--- config.mk ---
export PLATFORM = sky130hd
export DESIGN_NAME = push_button_dimmer_channels
export DESIGN_NICKNAME = d
export VERILOG_FILES = /design/src/hw/rtl/pbd_pkg.sv /design/src/hw/rtl/pbd_cfg.sv /design/src/hw/rtl/pbd_channel.sv /design/src/hw/rtl/push_button_dimmer_channels.sv
export SDC_FILE = /design/constraint.sdc
export NUM_CORES = 1
export LEC_CHECK = 0
export BUFFER_PORTS_ARGS = -buffer_cell sky130_fd_sc_hd__buf_2
export CAP_MARGIN = 15
export CORE_ASPECT_RATIO = 1.5
export CORE_MARGIN = 5
export CORE_UTILIZATION = 60
export DETAILED_ROUTE_END_ITERATION = 8
export PLACE_DENSITY = 0.78
export SETUP_SLACK_MARGIN = 0.2
export SLEW_MARGIN = 20
export SYNTH_ARGS = -nofsm -noshare
export SYNTH_HDL_FRONTEND = slang
export SYNTH_SLANG_ARGS = --single-unit
--- constraint.sdc ---
create_clock -name clk -period 4.25 [get_ports clk]
set_clock_uncertainty 0.1 [all_clocks]
set_input_delay 0.85 -clock clk [delete_from_list [all_inputs] [get_ports clk]]
set_output_delay 0.85 -clock clk [all_outputs]
set_load 0.1 [all_outputs]
--- src/hw/rtl/pbd_pkg.sv ---
// Shared types, constants and register codes of the push button dimmer.
package pbd_pkg;

  // Channel count and timer width.
  localparam int CHANNELS   = 5;
  localparam int MAX_CH     = 5;
  localparam int TIMER_BITS = 16;
  localparam int CFG_W      = 16;
  localparam int CMP_W      = (TIMER_BITS > CFG_W) ? TIMER_BITS : CFG_W;

  localparam logic [TIMER_BITS-1:0] TIMER_MAX = {TIMER_BITS{1'b1}};
  localparam logic [7:0]            LEVEL_MAX = 8'd255;

  // Opcodes of an input beat.
  localparam logic [2:0] OP_TICK     = 3'd0;
  localparam logic [2:0] OP_HOST_OFF = 3'd1;
  localparam logic [2:0] OP_HOST_ON  = 3'd2;
  localparam logic [2:0] OP_HOST_SET = 3'd3;
  localparam logic [2:0] OP_REPORT   = 3'd4;

  // Configuration register indexes.
  localparam logic [1:0] REG_LEVEL_STEP     = 2'd0;
  localparam logic [1:0] REG_SHORT_PRESS    = 2'd1;
  localparam logic [1:0] REG_DIM_INTERVAL   = 2'd2;

  // Reset values of the configuration registers.
  localparam logic [7:0]       LEVEL_STEP_RST   = 8'd1;
  localparam logic [CFG_W-1:0] SHORT_PRESS_RST  = 16'd200;
  localparam logic [CFG_W-1:0] DIM_INTERVAL_RST = 16'd10;

  typedef struct packed {
    logic [2:0] opcode;
    logic [4:0] buttons;
    logic [2:0] channel;
    logic [7:0] level_value;
  } pbd_in_t;

  typedef struct packed {
    logic [7:0] drive_0;
    logic [7:0] drive_1;
    logic [7:0] drive_2;
    logic [7:0] drive_3;
    logic [7:0] drive_4;
    logic [4:0] on_mask;
    logic       report;
  } pbd_out_t;

  typedef struct packed {
    logic [7:0]       level_step;
    logic [CFG_W-1:0] short_press_ticks;
    logic [CFG_W-1:0] dim_interval_ticks;
  } pbd_cfg_t;

  // Per-channel command decoded from one input beat.
  typedef struct packed {
    logic       tick;
    logic       pressed;
    logic       host_off;
    logic       host_on;
    logic       host_set;
    logic [7:0] level_value;
  } pbd_cmd_t;

  // Per-channel status after the beat has been applied.
  typedef struct packed {
    logic       light_on;
    logic [7:0] drive;
    logic       report;
  } pbd_stat_t;

endpackage

--- src/hw/rtl/pbd_cfg.sv ---
// Configuration registers of the push button dimmer.
module pbd_cfg (
  input  logic                    clk,
  input  logic                    rst_n,
  input  logic                    cfg_we,
  input  logic [1:0]              cfg_index,
  input  logic [pbd_pkg::CFG_W-1:0] cfg_wdata,
  output pbd_pkg::pbd_cfg_t       cfg
);
  import pbd_pkg::*;

  pbd_cfg_t cfg_r;
  pbd_cfg_t cfg_nxt;

  // Decode the write; unknown indexes are dropped.
  always_comb begin
    cfg_nxt = cfg_r;
    if (cfg_we) begin
      case (cfg_index)
        REG_LEVEL_STEP:   cfg_nxt.level_step         = cfg_wdata[7:0];
        REG_SHORT_PRESS:  cfg_nxt.short_press_ticks  = cfg_wdata;
        REG_DIM_INTERVAL: cfg_nxt.dim_interval_ticks = cfg_wdata;
        default:          cfg_nxt = cfg_r;
      endcase
    end
  end

  always_ff @(posedge clk) begin
    if (!rst_n) begin
      cfg_r.level_step         <= LEVEL_STEP_RST;
      cfg_r.short_press_ticks  <= SHORT_PRESS_RST;
      cfg_r.dim_interval_ticks <= DIM_INTERVAL_RST;
    end else begin
      cfg_r <= cfg_nxt;
    end
  end

  assign cfg = cfg_r;

endmodule

--- src/hw/rtl/pbd_channel.sv ---
// State and next-state logic of one dimmer channel.
module pbd_channel (
  input  logic               clk,
  input  logic               rst_n,
  input  logic               en,
  input  pbd_pkg::pbd_cmd_t  cmd,
  input  pbd_pkg::pbd_cfg_t  cfg,
  output pbd_pkg::pbd_stat_t stat
);
  import pbd_pkg::*;

  logic [7:0]            level_r, level_nxt;
  logic                  on_r, on_nxt;
  logic                  up_r, up_nxt;
  logic                  held_r, held_nxt;
  logic                  ign_r, ign_nxt;
  logic [TIMER_BITS-1:0] press_r, press_nxt;
  logic [TIMER_BITS-1:0] step_r, step_nxt;
  logic                  rep;

  logic [TIMER_BITS-1:0] press_inc;
  logic [TIMER_BITS-1:0] step_inc;
  logic [8:0]            sum_up;
  logic [7:0]            dimmed;

  // Saturating timer increments.
  assign press_inc = (press_r == TIMER_MAX) ? TIMER_MAX : press_r + 1'b1;
  assign step_inc  = (step_r == TIMER_MAX) ? TIMER_MAX : step_r + 1'b1;
  assign sum_up    = {1'b0, level_r} + {1'b0, cfg.level_step};

  always_comb begin
    level_nxt = level_r;
    on_nxt    = on_r;
    up_nxt    = up_r;
    held_nxt  = held_r;
    ign_nxt   = ign_r;
    press_nxt = press_r;
    step_nxt  = step_r;
    rep       = 1'b0;
    dimmed    = level_r;
    if (cmd.tick) begin
      if (cmd.pressed) begin
        // Restart timers on a fresh press, otherwise count up.
        if (!held_r) begin
          held_nxt  = 1'b1;
          press_nxt = '0;
          step_nxt  = '0;
          ign_nxt   = 1'b0;
        end else begin
          press_nxt = press_inc;
          step_nxt  = step_inc;
        end
        // Switch on a dark light, direction up.
        if (!on_r) begin
          on_nxt  = 1'b1;
          up_nxt  = 1'b1;
          ign_nxt = 1'b1;
        end
        // Step the level once the interval has elapsed.
        if (CMP_W'(step_nxt) >= CMP_W'(cfg.dim_interval_ticks)) begin
          if (up_nxt) begin
            dimmed = sum_up[8] ? LEVEL_MAX : sum_up[7:0];
          end else begin
            dimmed = (level_r > cfg.level_step) ? level_r - cfg.level_step : 8'd0;
          end
          level_nxt = dimmed;
          step_nxt  = '0;
        end
      end else if (held_r) begin
        // Release: a short press that did not switch on turns off; direction flips, report.
        held_nxt = 1'b0;
        if ((CMP_W'(press_inc) <= CMP_W'(cfg.short_press_ticks)) && !ign_r) begin
          on_nxt = 1'b0;
        end
        up_nxt = !up_r;
        rep    = 1'b1;
      end
    end else begin
      // Host commands for this channel.
      if (cmd.host_off) begin
        on_nxt = 1'b0;
      end
      if (cmd.host_on) begin
        on_nxt = 1'b1;
        up_nxt = 1'b1;
      end
      if (cmd.host_set) begin
        level_nxt = cmd.level_value;
      end
    end
  end

  always_ff @(posedge clk) begin
    if (!rst_n) begin
      level_r <= '0;
      on_r    <= 1'b0;
      up_r    <= 1'b0;
      held_r  <= 1'b0;
      ign_r   <= 1'b0;
      press_r <= '0;
      step_r  <= '0;
    end else if (en) begin
      level_r <= level_nxt;
      on_r    <= on_nxt;
      up_r    <= up_nxt;
      held_r  <= held_nxt;
      ign_r   <= ign_nxt;
      press_r <= press_nxt;
      step_r  <= step_nxt;
    end
  end

  // Status as it stands after this beat.
  assign stat.light_on = on_nxt;
  assign stat.drive    = on_nxt ? level_nxt : 8'd0;
  assign stat.report   = rep;

endmodule

--- src/hw/rtl/push_button_dimmer_channels.sv ---
// Top level of the five-channel push button dimmer.
//
//   channel | direction | handshake        | payload
//   in_     | input     | in_valid/ready   | opcode, buttons, channel, level_value
//   out_    | output    | out_valid/ready  | drive_0..drive_4, on_mask, report
//   cfg_    | input     | cfg_we           | cfg_index, cfg_wdata
//
// A beat sits in the input register while the channel logic works on it, and its
// result is then registered in the output register; one beat per cycle is
// sustained while the output is not stalled.
// Synchronous active-low reset clears all channel state and both valid flags.
// A stalled output holds the input register; the input side keeps taking beats
// while the input register is empty or the output register is free or being emptied.
module push_button_dimmer_channels (
  input  logic                      clk,
  input  logic                      rst_n,
  input  logic                      in_valid,
  output logic                      in_ready,
  input  pbd_pkg::pbd_in_t          in_data,
  output logic                      out_valid,
  input  logic                      out_ready,
  output pbd_pkg::pbd_out_t         out_data,
  input  logic                      cfg_we,
  input  logic [1:0]                cfg_index,
  input  logic [pbd_pkg::CFG_W-1:0] cfg_wdata
);
  import pbd_pkg::*;

  pbd_cfg_t  cfg;
  pbd_in_t   s1_r;
  logic      s1_v_r, s1_v_nxt;
  pbd_out_t  out_r, out_nxt;
  logic      out_v_r, out_v_nxt;
  logic      out_free;
  logic      s1_adv;
  logic      host_hit;
  logic [MAX_CH-1:0] ch_on;
  logic [MAX_CH-1:0] ch_rep;
  logic [7:0]        ch_drive [MAX_CH];

  pbd_cfg u_cfg (
    .clk       (clk),
    .rst_n     (rst_n),
    .cfg_we    (cfg_we),
    .cfg_index (cfg_index),
    .cfg_wdata (cfg_wdata),
    .cfg       (cfg)
  );

  // Handshake: advance the input register when the output can take a beat.
  assign out_free = !out_v_r || out_ready;
  assign s1_adv   = s1_v_r && out_free;
  assign in_ready = !s1_v_r || out_free;

  assign s1_v_nxt  = (in_valid && in_ready) ? 1'b1 : (s1_adv ? 1'b0 : s1_v_r);
  assign out_v_nxt = s1_adv ? 1'b1 : (out_ready ? 1'b0 : out_v_r);

  // Host beats count only for an in-range channel and a known opcode.
  assign host_hit = (s1_r.opcode != OP_TICK) && (s1_r.opcode <= OP_REPORT)
                    && (s1_r.channel < 3'(CHANNELS));

  // Channel instances; unused slots read as dark.
  for (genvar c = 0; c < MAX_CH; c++) begin : g_ch
    if (c < CHANNELS) begin : g_live
      pbd_cmd_t  cmd;
      pbd_stat_t stat;
      logic      sel;

      assign sel             = host_hit && (s1_r.channel == 3'(c));
      assign cmd.tick        = (s1_r.opcode == OP_TICK);
      assign cmd.pressed     = s1_r.buttons[c];
      assign cmd.host_off    = sel && (s1_r.opcode == OP_HOST_OFF);
      assign cmd.host_on     = sel && (s1_r.opcode == OP_HOST_ON);
      assign cmd.host_set    = sel && (s1_r.opcode == OP_HOST_SET);
      assign cmd.level_value = s1_r.level_value;

      pbd_channel u_channel (
        .clk   (clk),
        .rst_n (rst_n),
        .en    (s1_adv),
        .cmd   (cmd),
        .cfg   (cfg),
        .stat  (stat)
      );

      assign ch_on[c]    = stat.light_on;
      assign ch_drive[c] = stat.drive;
      assign ch_rep[c]   = stat.report;
    end else begin : g_off
      assign ch_on[c]    = 1'b0;
      assign ch_drive[c] = 8'd0;
      assign ch_rep[c]   = 1'b0;
    end
  end

  // Assemble the result beat.
  always_comb begin
    out_nxt.drive_0 = ch_drive[0];
    out_nxt.drive_1 = ch_drive[1];
    out_nxt.drive_2 = ch_drive[2];
    out_nxt.drive_3 = ch_drive[3];
    out_nxt.drive_4 = ch_drive[4];
    out_nxt.on_mask = ch_on;
    out_nxt.report  = ((s1_r.opcode == OP_TICK) && (|ch_rep)) || host_hit;
  end

  always_ff @(posedge clk) begin
    if (!rst_n) begin
      s1_v_r  <= 1'b0;
      out_v_r <= 1'b0;
    end else begin
      s1_v_r  <= s1_v_nxt;
      out_v_r <= out_v_nxt;
    end
  end

  // Payload registers.
  always_ff @(posedge clk) begin
    if (in_valid && in_ready) begin
      s1_r <= in_data;
    end
    if (s1_adv) begin
      out_r <= out_nxt;
    end
  end

  assign out_valid = out_v_r;
  assign out_data  = out_r;

`ifndef SYNTHESIS
  a_stall_holds: assert property (@(posedge clk) disable iff (!rst_n)
    (s1_v_r && !out_free) |=> s1_v_r)
    else $error("input register dropped a beat while the output stalled");

  a_ready_low: assert property (@(posedge clk) disable iff (!rst_n)
    !in_ready |-> (s1_v_r && out_v_r))
    else $error("input ready low with room in the pipeline");

  a_bad_op_quiet: assert property (@(posedge clk) disable iff (!rst_n)
    (s1_adv && (s1_r.opcode > OP_REPORT)) |=> !out_r.report)
    else $error("report raised for an unused opcode");

  a_drive_dark: assert property (@(posedge clk) disable iff (!rst_n)
    out_v_r |-> ((out_r.drive_0 == 8'd0) || out_r.on_mask[0]))
    else $error("drive on a channel that is off");
`endif

endmodule
* Yosys cells after proc, flatten, opt, wreduce, memory -nomap -nowiden
Index checks and enable logic that the tools add are counted.
** Operators by class
- $add $sub $neg :: 20
- Magnitude comparators :: 17
- Muxes and demuxes :: 169
- Eq/ne operators :: 29
- Reductions and logical operators :: 76
** Operators with widths (number)
- 16-bit 2-to-1 mux :: 35
- 8-bit 2-to-1 mux :: 35
- 16-bit by 1-bit adder with 16-bit output (second input constant) :: 10
- 16-bit equality test (second input constant) :: 10
- 1-bit 2-to-1 mux :: 99
- 16-bit >= comparator :: 5
- 16-bit less-or-equal comparator :: 5
- 8-bit by 8-bit adder with 9-bit output :: 5
- 8-bit greater-than comparator :: 5
- 8-bit subtractor :: 5
- 1-bit logical AND :: 30
- 3-bit AND reduction :: 10
- 4-bit AND reduction :: 5
- 3-bit by 2-bit inequality test with 1-bit output (second input constant) :: 5
- 2-bit nonzero test :: 7
- 3-bit by 2-bit equality test with 1-bit output (second input constant) :: 4
- 1-bit logical NOT :: 12
- 2-bit inequality test (second input constant) :: 5
- 2-bit AND reduction :: 4
- 3-bit by 1-bit equality test with 1-bit output (second input constant) :: 2
- 3-bit logical NOT :: 2
- 5-bit OR reduction :: 1
- 3-bit equality test (second input constant) :: 1
- 3-bit less-or-equal comparator (second input constant) :: 1
- other kinds (6) :: 8
** Storage, ports and cells
- Bits of input ports :: 42
- Logic and storage cells :: 362
- Register bits :: 327
- Output and inout port bits :: 48

* Longest topological paths before layout
Gate-level depths: netlist of the first run.
- Word-level depth :: 9
- Mapped depth :: 21
- Gate-level depth less buffers :: 17

* By module
Synthesis of the first run repeated with hierarchy kept, for this count alone.
** Second synthesis, totals
- Cell total of the unflattened synthesis :: 3333
- Area total of the unflattened synthesis :: 25911.1 um^2
** Modules (own cells, without submodules)
- pbd_channel (g_ch[4].g_live.u_channel) :: area an instance 4545.6 um^2, cells an instance 638, instances 1, sequential area each 880.8 um^2
- pbd_channel (g_ch[1].g_live.u_channel) :: area an instance 4428.0 um^2, cells an instance 616, instances 1, sequential area each 880.8 um^2
- pbd_channel (g_ch[0].g_live.u_channel) :: area an instance 4425.5 um^2, cells an instance 619, instances 1, sequential area each 880.8 um^2
- pbd_channel (g_ch[2].g_live.u_channel) :: area an instance 4400.5 um^2, cells an instance 614, instances 1, sequential area each 880.8 um^2
- pbd_channel (g_ch[3].g_live.u_channel) :: area an instance 4364.2 um^2, cells an instance 585, instances 1, sequential area each 880.8 um^2
- push_button_dimmer_channels :: area an instance 2209.6 um^2, cells an instance 107, instances 1, sequential area each 1991.9 um^2
- pbd_cfg :: area an instance 1537.7 um^2, cells an instance 154, instances 1, sequential area each 800.8 um^2

* Worst setup path after synthesis of the first run
No wires, ideal clock.
- Path type :: reg-to-reg
- Start :: register g_ch[3].g_live.u_channel.press_r[0]
- End :: register out_r (netlist bit out_data[15]) (data pin)
- Data required time :: 3.886 ns
- Library setup time :: 0.264 ns
- Stages on the path, launching flop included :: 20
- Arrival :: 3.521 ns
- Period minus slack after synthesis :: 3.885 ns
- Path buffers :: 4
- Path slack :: 0.365 ns
- Cell sequence :: dfxtp_1 ha_1 and4_1 and3_1 buf_4 and3b_1 and2_1 nand2b_1 buf_2 buf_2 nand2_1 ha_1 nand4_1 or3_1 o41ai_1 a32oi_1 o31a_1 clkbuf_1 o21ai_0 nor2_1
** Between the ends
- Longest elaborated chain between the ends :: 8
- Elaborated cells on any way between the ends :: 9
- Classes of those cells :: add/sub (1); order compare (1); eq/ne (1); mux (5); reduce/logical (1)
** Ends and longest elaborated chain
- start, declared :: line pbd_channel.sv:17 : logic [TIMER_BITS-1:0] press_r, press_nxt;
- start signal, assigned :: line pbd_channel.sv:108 : press_r <= press_nxt;
- 16-bit by 1-bit adder with 16-bit output / 16-bit equality test (equally long branches) :: line pbd_channel.sv:27 : assign press_inc = (press_r == TIMER_MAX) ? TIMER_MAX : press_r + 1'b1;
- 16-bit 2-to-1 mux * :: line pbd_channel.sv:27
- 16-bit less-or-equal comparator * :: line pbd_channel.sv:72 : if ((CMP_W'(press_inc) <= CMP_W'(cfg.short_press_ticks)) && !ign_r) begin
- 1-bit logical AND * :: line pbd_channel.sv:72
- 1-bit 2-to-1 mux * :: line pbd_channel.sv:72
- 1-bit 2-to-1 mux * :: line pbd_channel.sv:69 : end else if (held_r) begin
- 1-bit 2-to-1 mux * :: line pbd_channel.sv:42 : if (cmd.pressed) begin
- 1-bit 2-to-1 mux * :: line pbd_channel.sv:41 : if (cmd.tick) begin
- via g_ch[3].g_live.u_channel.on_nxt :: line pbd_channel.sv:13 : logic on_r, on_nxt;
- end signal, assigned :: line push_button_dimmer_channels.sv:123 : out_r <= out_nxt;
- end, declared :: line push_button_dimmer_channels.sv:32 : pbd_out_t out_r, out_nxt;
The timed path passes the listed nets; every way through them passes the cells marked *.
A chain may end at the register's enable or synchronous reset.

* Worst setup path after layout of the first run
- Start :: register g_ch[0].g_live.u_channel.step_r[0]
- End :: register out_r (netlist bit out_data[44]) (data pin)
** Between the ends
- Longest elaborated chain between the ends :: 9
- Elaborated cells on any way between the ends :: 10
- Classes of those cells :: add/sub (1); order compare (1); eq/ne (1); mux (7)
** Ends and longest elaborated chain
- start, declared :: line pbd_channel.sv:18 : logic [TIMER_BITS-1:0] step_r, step_nxt;
- start signal, assigned :: line pbd_channel.sv:109 : step_r <= step_nxt;
- 16-bit by 1-bit adder with 16-bit output / 16-bit equality test (equally long branches) :: line pbd_channel.sv:28 : assign step_inc = (step_r == TIMER_MAX) ? TIMER_MAX : step_r + 1'b1;
- 16-bit 2-to-1 mux * :: line pbd_channel.sv:28
- 16-bit 2-to-1 mux * :: line pbd_channel.sv:44 : if (!held_r) begin
- 16-bit 2-to-1 mux * :: line pbd_channel.sv:42
- 16-bit 2-to-1 mux * :: line pbd_channel.sv:41
- 16-bit >= comparator * :: line pbd_channel.sv:60 : if (CMP_W'(step_nxt) >= CMP_W'(cfg.dim_interval_ticks)) begin
- 8-bit 2-to-1 mux * :: line pbd_channel.sv:60
- 8-bit 2-to-1 mux * :: line pbd_channel.sv:42
- 8-bit 2-to-1 mux * :: line pbd_channel.sv:41
Every way passes the cells marked *; elsewhere a longest branch is shown, timed or not. The select of a mux whose other input is x is not followed.

==> results of run 1 <==
routing by layer:
layer  global-route usage  wire [um]  up-vias
met4                0.278       7470        0
met1                0.365      28100    11300
met5                    0          0        -
met3               0.0613       6640      417
met2                0.588      37500     1343
li1                     -          -    11100
metrics by stage:
| step | instance area, um2 | setup slack [ns] |
|---|---|---|
| global route | 26700 | 0.131 |
| detailed placement | 25100 | 0.112 |
| finish | 26700 | 0.311 |
| floorplan | 24000 | 0.365 |
| CTS | 26300 | 0.178 |
| global placement | 25100 | 0.217 |
layout make-up:
class                   instances  area [um2]
well taps                     500         626
repair buffers                191        1240
clock inverters                18         143
inverters                     132         502
flip-flops and latches        327        7210
clock buffers                  45         943
multi-input cells            2380       16000
fillers                      3310       12800
worst min-delay path, delay by kind of cell, from the launching register on:
kind               cells  cell delay, ns
DFF                    1            0.30
AOI/OAI and AO/OA      1            0.05
and+or+nand+nor        1            0.05
state kept, by name, summed over array words and instances, names as in the netlist:
register,count
g_ch.g_live.cmd,13
g_ch.g_live.u_channel.held_r,5
g_ch.g_live.u_channel.ign_r,5
g_ch.g_live.u_channel.level_r,40
g_ch.g_live.u_channel.on_r,5
g_ch.g_live.u_channel.press_r,80
g_ch.g_live.u_channel.step_r,80
g_ch.g_live.u_channel.up_r,5
out_data,46
out_valid,1
s1_r,6
s1_v_r,1
u_cfg.cfg,40
what timing repair did:
| action | CTS | global route |
|---|---|---|
| cloned | 0 | 2 |
| gates resized for setup | 13 | 101 |
| pin swaps | 2 | 16 |
| setup endpoints to repair | 36 | 146 |
| setup buffers | 1 | 5 |
kinds of logic after synthesis:
| group | after synthesis | synth area share |
|---|---|---|
| and+or+nand+nor | 1111 | 0.225 |
| AOI/OAI and AO/OA | 892 | 0.243 |
| DFF | 327 | 0.300 |
| buffers and inverters | 304 | 0.0505 |
| adders and majority gates | 261 | 0.139 |
| xor gates and xnor gates | 95 | 0.0346 |
| muxes | 19 | 0.00849 |
power groups by stage:
| stage | sequential [mW] | clock [mW] | combinational, mW |
|---|---|---|---|
| 2_1_floorplan | 3.46 | 0 | 0.357 |
| 3_3_place_gp | 3.33 | 0 | 0.724 |
| 3_5_place_dp | 3.33 | 0 | 0.738 |
| 4_1_cts | 3.26 | 3.01 | 0.746 |
| 5_1_grt | 3.27 | 3.13 | 0.819 |
| 6_report | 3.26 | 2.98 | 0.778 |
placed cells by master, fill, tap and decap left out, types with 13 or more instances in the layout:
master,netlist,routed
a211oi_1,24,23
a21o_1,43,43
a21oi_1,313,303
a22oi_1,77,76
a31oi_1,44,44
and2_1,21,19
and3_1,58,48
and4_1,16,13
buf_2,25,89
buf_4,5,100
clkbuf_16,0,35
dfxtp_1,262,249
dfxtp_2,0,13
edfxtp_1,65,65
ha_1,251,245
inv_1,128,126
nand2_1,285,282
nand2b_1,39,38
nand3_1,104,102
nand4_1,59,59
nor2_1,309,303
nor2b_1,34,34
nor3_1,76,68
nor3b_1,20,15
o211ai_1,19,19
o21a_1,25,25
o21ai_0,129,124
o221a_2,16,16
o221ai_1,20,19
o22ai_1,32,31
o31ai_1,14,13
or2_2,24,23
or3_1,23,20
xnor2_1,50,50
xor2_1,45,45
worst paths after layout:
check	start	end	cells after the start
min reg2reg	u_cfg.cfg[29]	u_cfg.cfg[29]	2
max	g_ch[0].g_live.u_channel.step_r[0]	out_data[44]	18
min	u_cfg.cfg[29]	u_cfg.cfg[29]	2
max reg2reg	g_ch[0].g_live.u_channel.step_r[0]	out_data[44]	18
==> reports/metrics.csv, run 1 <==
stage,metric,value,unit
timing,whs,0.353,ns
logic_synthesis,synth_top_area_cell,dfxtp_1,
clock_tree,root_buffer,clkbuf_16,
floorplanning,core,0.0395,mm2
worst_setup_path,cpLargestDelayFamily,compound AO/OA/AOI/OAI gates,
power,total_power,7.03,mW
power,ir_drop,0.353,mV
worst_setup_path,cp_data_required_time,4.53,ns
clock_tree,cts_tree,done,
global_routing,groute.usage.overall,0.340,
worst_setup_path,critPathCaptureType,flip-flop,
floorplanning,fp.dieW,173,um
floorplanning,die_y,255,um
worst_setup_path,worstPathCellList,"ha_1, nand3_1, buf_4, nor2_1, nand3_1, nor2_1, nand2_1, and3_1, ha_1, o21a_1, o2bb2ai_1, nor2_1, a2bb2oi_2, buf_4, nor2_1, o211ai_1, o221ai_1, a21oi_1",
clock_tree,cts_made_buffers,35,
timing,hold_violations,0,
drt,drt_first_iter_violations,2129,
drt,num_vias,24200,
floorplanning,die_area,0.0442,mm2
drt,drc_errors,1,
global_routing,first_global_vias,23000,
drt,routed_via_density,6.74,
logic_synthesis,synth_edf_count,65,
timing,finalCritPeriodShare,0.927,
logic_synthesis,ys_async_sr_fraction,0,
logic_synthesis,synth_warnings,0,
finish,num-nets-final,3370,
logic_synthesis,synth_cell_types,103,
power,combPwrFrac,0.111,
power,power_frac_seq,0.465,
logic_synthesis,synthCells,3009,
finish,final_cells,3593,
timing,period_needed,3.94,ns
global_routing,grt_overflow,0,
clock_tree,ctsHtreeMaxLevel,2,
power,p_switching,1.97,mW
placed_design,place_congestion,1.00,
drt,wl_per_cell,22.2,um
clock_tree,clkLatencyLatePin,0.55,ns
power,p_leak,11.0,nW
finish,antenna_cells,0,
worst_setup_path,critPathBufInv,2,
run,drv_cap,0,
timing,rsz0062_at_grt,yes,
floorplanning,rows,89,
logic_synthesis,synth_common_cells,"a21oi_1, nor2_1, nand2_1, dfxtp_1, ha_1",
placed_design,port_buffers,89,
floorplanning,io_pins,90,
clock_tree,holdBufCountCts,0,
finish,drive_above_1_share,0.137,
clock_tree,clk_pin_slew,0.06,ns
timing,tns,0,ns
logic_synthesis,syn_nets,3312,
drt,final_antenna_net_count,0,
power,power_density,263,mW/mm2
drt,drt-pass1-iter-count,9,
power,clkPwrFrac,0.425,
worst_setup_path,crit_fanout,6,
worst_setup_path,cp.arrival,4.22,ns
global_routing,grt_max_degree,126,
floorplanning,start_util,0.608,
logic_synthesis,postSynthAreaPerCell,7.98,um2
power,netSwitchingFraction,0.280,
timing,worst_pin_slew,1.17,ns
timing,max_freq,0.254,GHz
clock_tree,cts_sinks,327,
timing,setup_violations,0,
timing,slew_headroom,0.218,
finish,areaGrowthSynthToFinish,11.1,%
logic_synthesis,synth_area_leaders,"dfxtp_1, ha_1, edfxtp_1",
worst_setup_path,critPathMaxStageDelay,0.41,ns
logic_synthesis,yosysMostFrequentCell,a21oi_1,
worst_setup_path,r2r_slack,0.31,ns
power,intPower,5.06,mW
global_routing,antenna_found_initial,1,
drt,drt_wl_total,79700,um
placed_design,hpwl,58200,um
finish,finalCoreUtilization,0.675,
logic_synthesis,synth_top_area_frac,0.218,
clock_tree,clock_path_buffers,3,
status,status,"complete, but fails checks",
worst_setup_path,startpoint_type,flip-flop,
worst_setup_path,critPathKind,reg -> reg,
logic_synthesis,syn_area,0.0240,mm2
timing,drv_slew,0,
placed_design,post-place-cells,3522,
global_routing,grt_pass1_wl,122000,um
logic_synthesis,yosys_register_bits,327,
logic_synthesis,synth_ff_type,dfxtp_1,
worst_setup_path,cpMostUsedCell,nor2_1,
status,violations,DRC,
worst_setup_path,critPathSlowestCell,dfxtp_1,
logic_synthesis,yosysSeqAreaShare,0.300,
hold_path,worstHoldPathType,reg -> reg,
(Power assumes the default switching activity.)
==> run 2: changes to the inputs <==
--- a/config.mk
+++ b/config.mk
@@ -12,6 +12,7 @@
 export CORE_UTILIZATION = 60
 export DETAILED_ROUTE_END_ITERATION = 8
 export PLACE_DENSITY = 0.78
+export RECOVER_POWER = 100
 export SETUP_SLACK_MARGIN = 0.2
 export SLEW_MARGIN = 20
 export SYNTH_ARGS = -nofsm -noshare
==> reports/metrics.csv, run 2 (synthesis gave the netlist of run 1 again) <==
stage,metric,value,unit
status,status,"complete, but fails checks",
status,violations,"capacitance limit, slew limit",
finish,ff_latch_area,0.00721,mm2
drt,final_antenna_net_count,0,
drt,num_vias,24200,
global_routing,grt_overflow,0,
drt,drc_errors,0,
placed_design,post-place-ws,0.112,ns
drt,drt_first_iter_violations,2272,
hold_path,worstHoldPathType,reg -> reg,
clock_tree,root_buffer,clkbuf_16,
finish,final_area,0.0265,mm2
global_routing,grt_pass1_wl,122000,um
floorplanning,rows,89,
worst_setup_path,critPathKind,reg -> reg,
floorplanning,start_util,0.608,
timing,period_needed,4.00,ns
drt,drt_wl_total,79700,um
clock_tree,clock_path_buffers,3,
finish,finalCoreUtilization,0.671,
finish,drive_above_1_share,0.113,
clock_tree,cts_sinks,327,
power,power_density,264,mW/mm2
clock_tree,holdBufCountCts,0,
floorplanning,io_pins,90,
finish,antenna_cells,0,
timing,tns,0,ns
drt,routed_via_density,6.74,
floorplanning,fp.dieW,173,um
global_routing,grt_max_degree,126,
timing,setup_ws,0.247,ns
worst_setup_path,crit_fanout,7,
finish,multi_input_area,0.0160,mm2
floorplanning,die_area,0.0442,mm2
worst_setup_path,critPathCaptureType,flip-flop,
clock_tree,cts_made_buffers,35,
timing,finalCritPeriodShare,0.942,
worst_setup_path,critPathSlowestCell,dfxtp_1,
worst_setup_path,critPathBufInv,2,
finish,n_fill_cell,3361,
placed_design,post-place-cells,3522,
timing,drv_slew,145,
timing,max_freq,0.250,GHz
placed_design,place_area,0.0251,mm2
floorplanning,die_y,255,um
worst_setup_path,cpMostUsedCell,and3_1,
worst_setup_path,startpoint_type,flip-flop,
placed_design,port_buffers,89,
timing,setup_violations,0,
worst_setup_path,cpLargestDelayFamily,simple AND/OR/NAND/NOR gates,
worst_setup_path,worstPathCellList,"ha_1, and3_1, and3_1, and3_1, nand4_1, buf_4, nand2_1, ha_1, a21o_1, a21o_1, a211o_1, o2111ai_2, nand2_1, buf_4, and3_1",
power,p_leak,10.8,nW
timing,hold_violations,0,
timing,worst_pin_slew,2.48,ns
finish,num-nets-final,3370,
drt,wl_per_cell,22.2,um
timing,rsz0062_at_grt,yes,
finish,areaGrowthSynthToFinish,10.4,%
timing,slew_headroom,-0.656,
global_routing,antenna_found_initial,1,
floorplanning,core,0.0395,mm2
clock_tree,clkLatencyLatePin,0.55,ns
run,drv_cap,2,
clock_tree,clk_pin_slew,0.06,ns
drt,drt-pass1-iter-count,6,
clock_tree,ctsHtreeMaxLevel,2,
global_routing,groute.usage.overall,0.340,
placed_design,place_congestion,1.00,
worst_setup_path,cp.arrival,4.20,ns
placed_design,hpwl,58200,um
global_routing,first_global_vias,23000,
clock_tree,cts_tree,done,
finish,final_common_cell,a21oi_1,
finish,final_cells,3593,
worst_setup_path,critPathMaxStageDelay,0.39,ns
finish,final_cell_mix,"a21oi_1, nor2_1, nand2_1, dfxtp_1, ha_1",
worst_setup_path,cp_data_required_time,4.44,ns
power,ir_drop,0.353,mV
==> run 2: cell types whose count changed in the layout (fill, tap and decap cells not counted), moves of 2 or more <==
cell and change:
nand2_2 -2, clkbuf_2 +5, buf_2 -50, ha_1 +2, and2_1 -5, clkbuf_4 +3, buf_4 -16, a21oi_2 -2
ha_2 -2, nand2_1 +2, a21oi_1 +2, and2_0 +5, clkbuf_1 +58
==> run 2: cell type report <==
type                    count  area share
flip-flops and latches    327       0.272
well taps                 500      0.0236
inverters                 132      0.0189
multi-input cells        2380       0.602
clock inverters            18     0.00538
clock buffers              45      0.0356
repair buffers            191      0.0426
==> run 2: power breakdown <==
group	switching [mW]	internal, mW
Combinational	0.578	0.189
Sequential	0.0524	3.21
Clock	1.33	1.65
Total	1.96	5.05
==> run 2: layer usage <==
layer  vias up  GRT usage  wire [um]
met5         -          0          0
met4         0      0.278       7710
met2      1259      0.588      37400
li1      11100          -          -
met1     11400      0.365      28000
met3       427     0.0613       6600
==> run 2: what timing repair did <==
action	CTS	global route
pin swaps	2	16
resized for setup	13	101
hold endpoints to repair	0	0
buffers inserted	1	5
gates cloned	0	2
endpoints found under the setup margin	36	146
==> run 2: path summary, 6_finish.rpt <==
check,startpoint,endpoint,slack [ns],cells past startpoint
min,u_cfg.cfg[29],u_cfg.cfg[29],0.35,2
min reg2reg,u_cfg.cfg[29],u_cfg.cfg[29],0.35,2
max,g_ch[4].g_live.u_channel.press_r[0],out_data[9],0.25,15
max reg2reg,g_ch[4].g_live.u_channel.press_r[0],out_data[9],0.25,15
==> run 2: metrics by stage <==
step | power (mW) | hold WS (ns)
floorplan | 3.81 | 0.336
global placement | 4.05 | 0.341
detailed placement | 4.07 | 0.348
CTS | 7.02 | 0.356
global route | 7.21 | 0.371
finish | 7.02 | 0.352
==> run 2: worst register-to-register path, cell delays in order (launching register included) <==
cell	delay (ns)
dfxtp_1	0.39
ha_1	0.26
and3_1	0.27
and3_1	0.20
and3_1	0.20
nand4_1	0.21
buf_4	0.23
nand2_1	0.08
ha_1	0.24
a21o_1	0.19
a21o_1	0.18
a211o_1	0.32
o2111ai_2	0.24
nand2_1	0.27
buf_4	0.24
and3_1	0.14
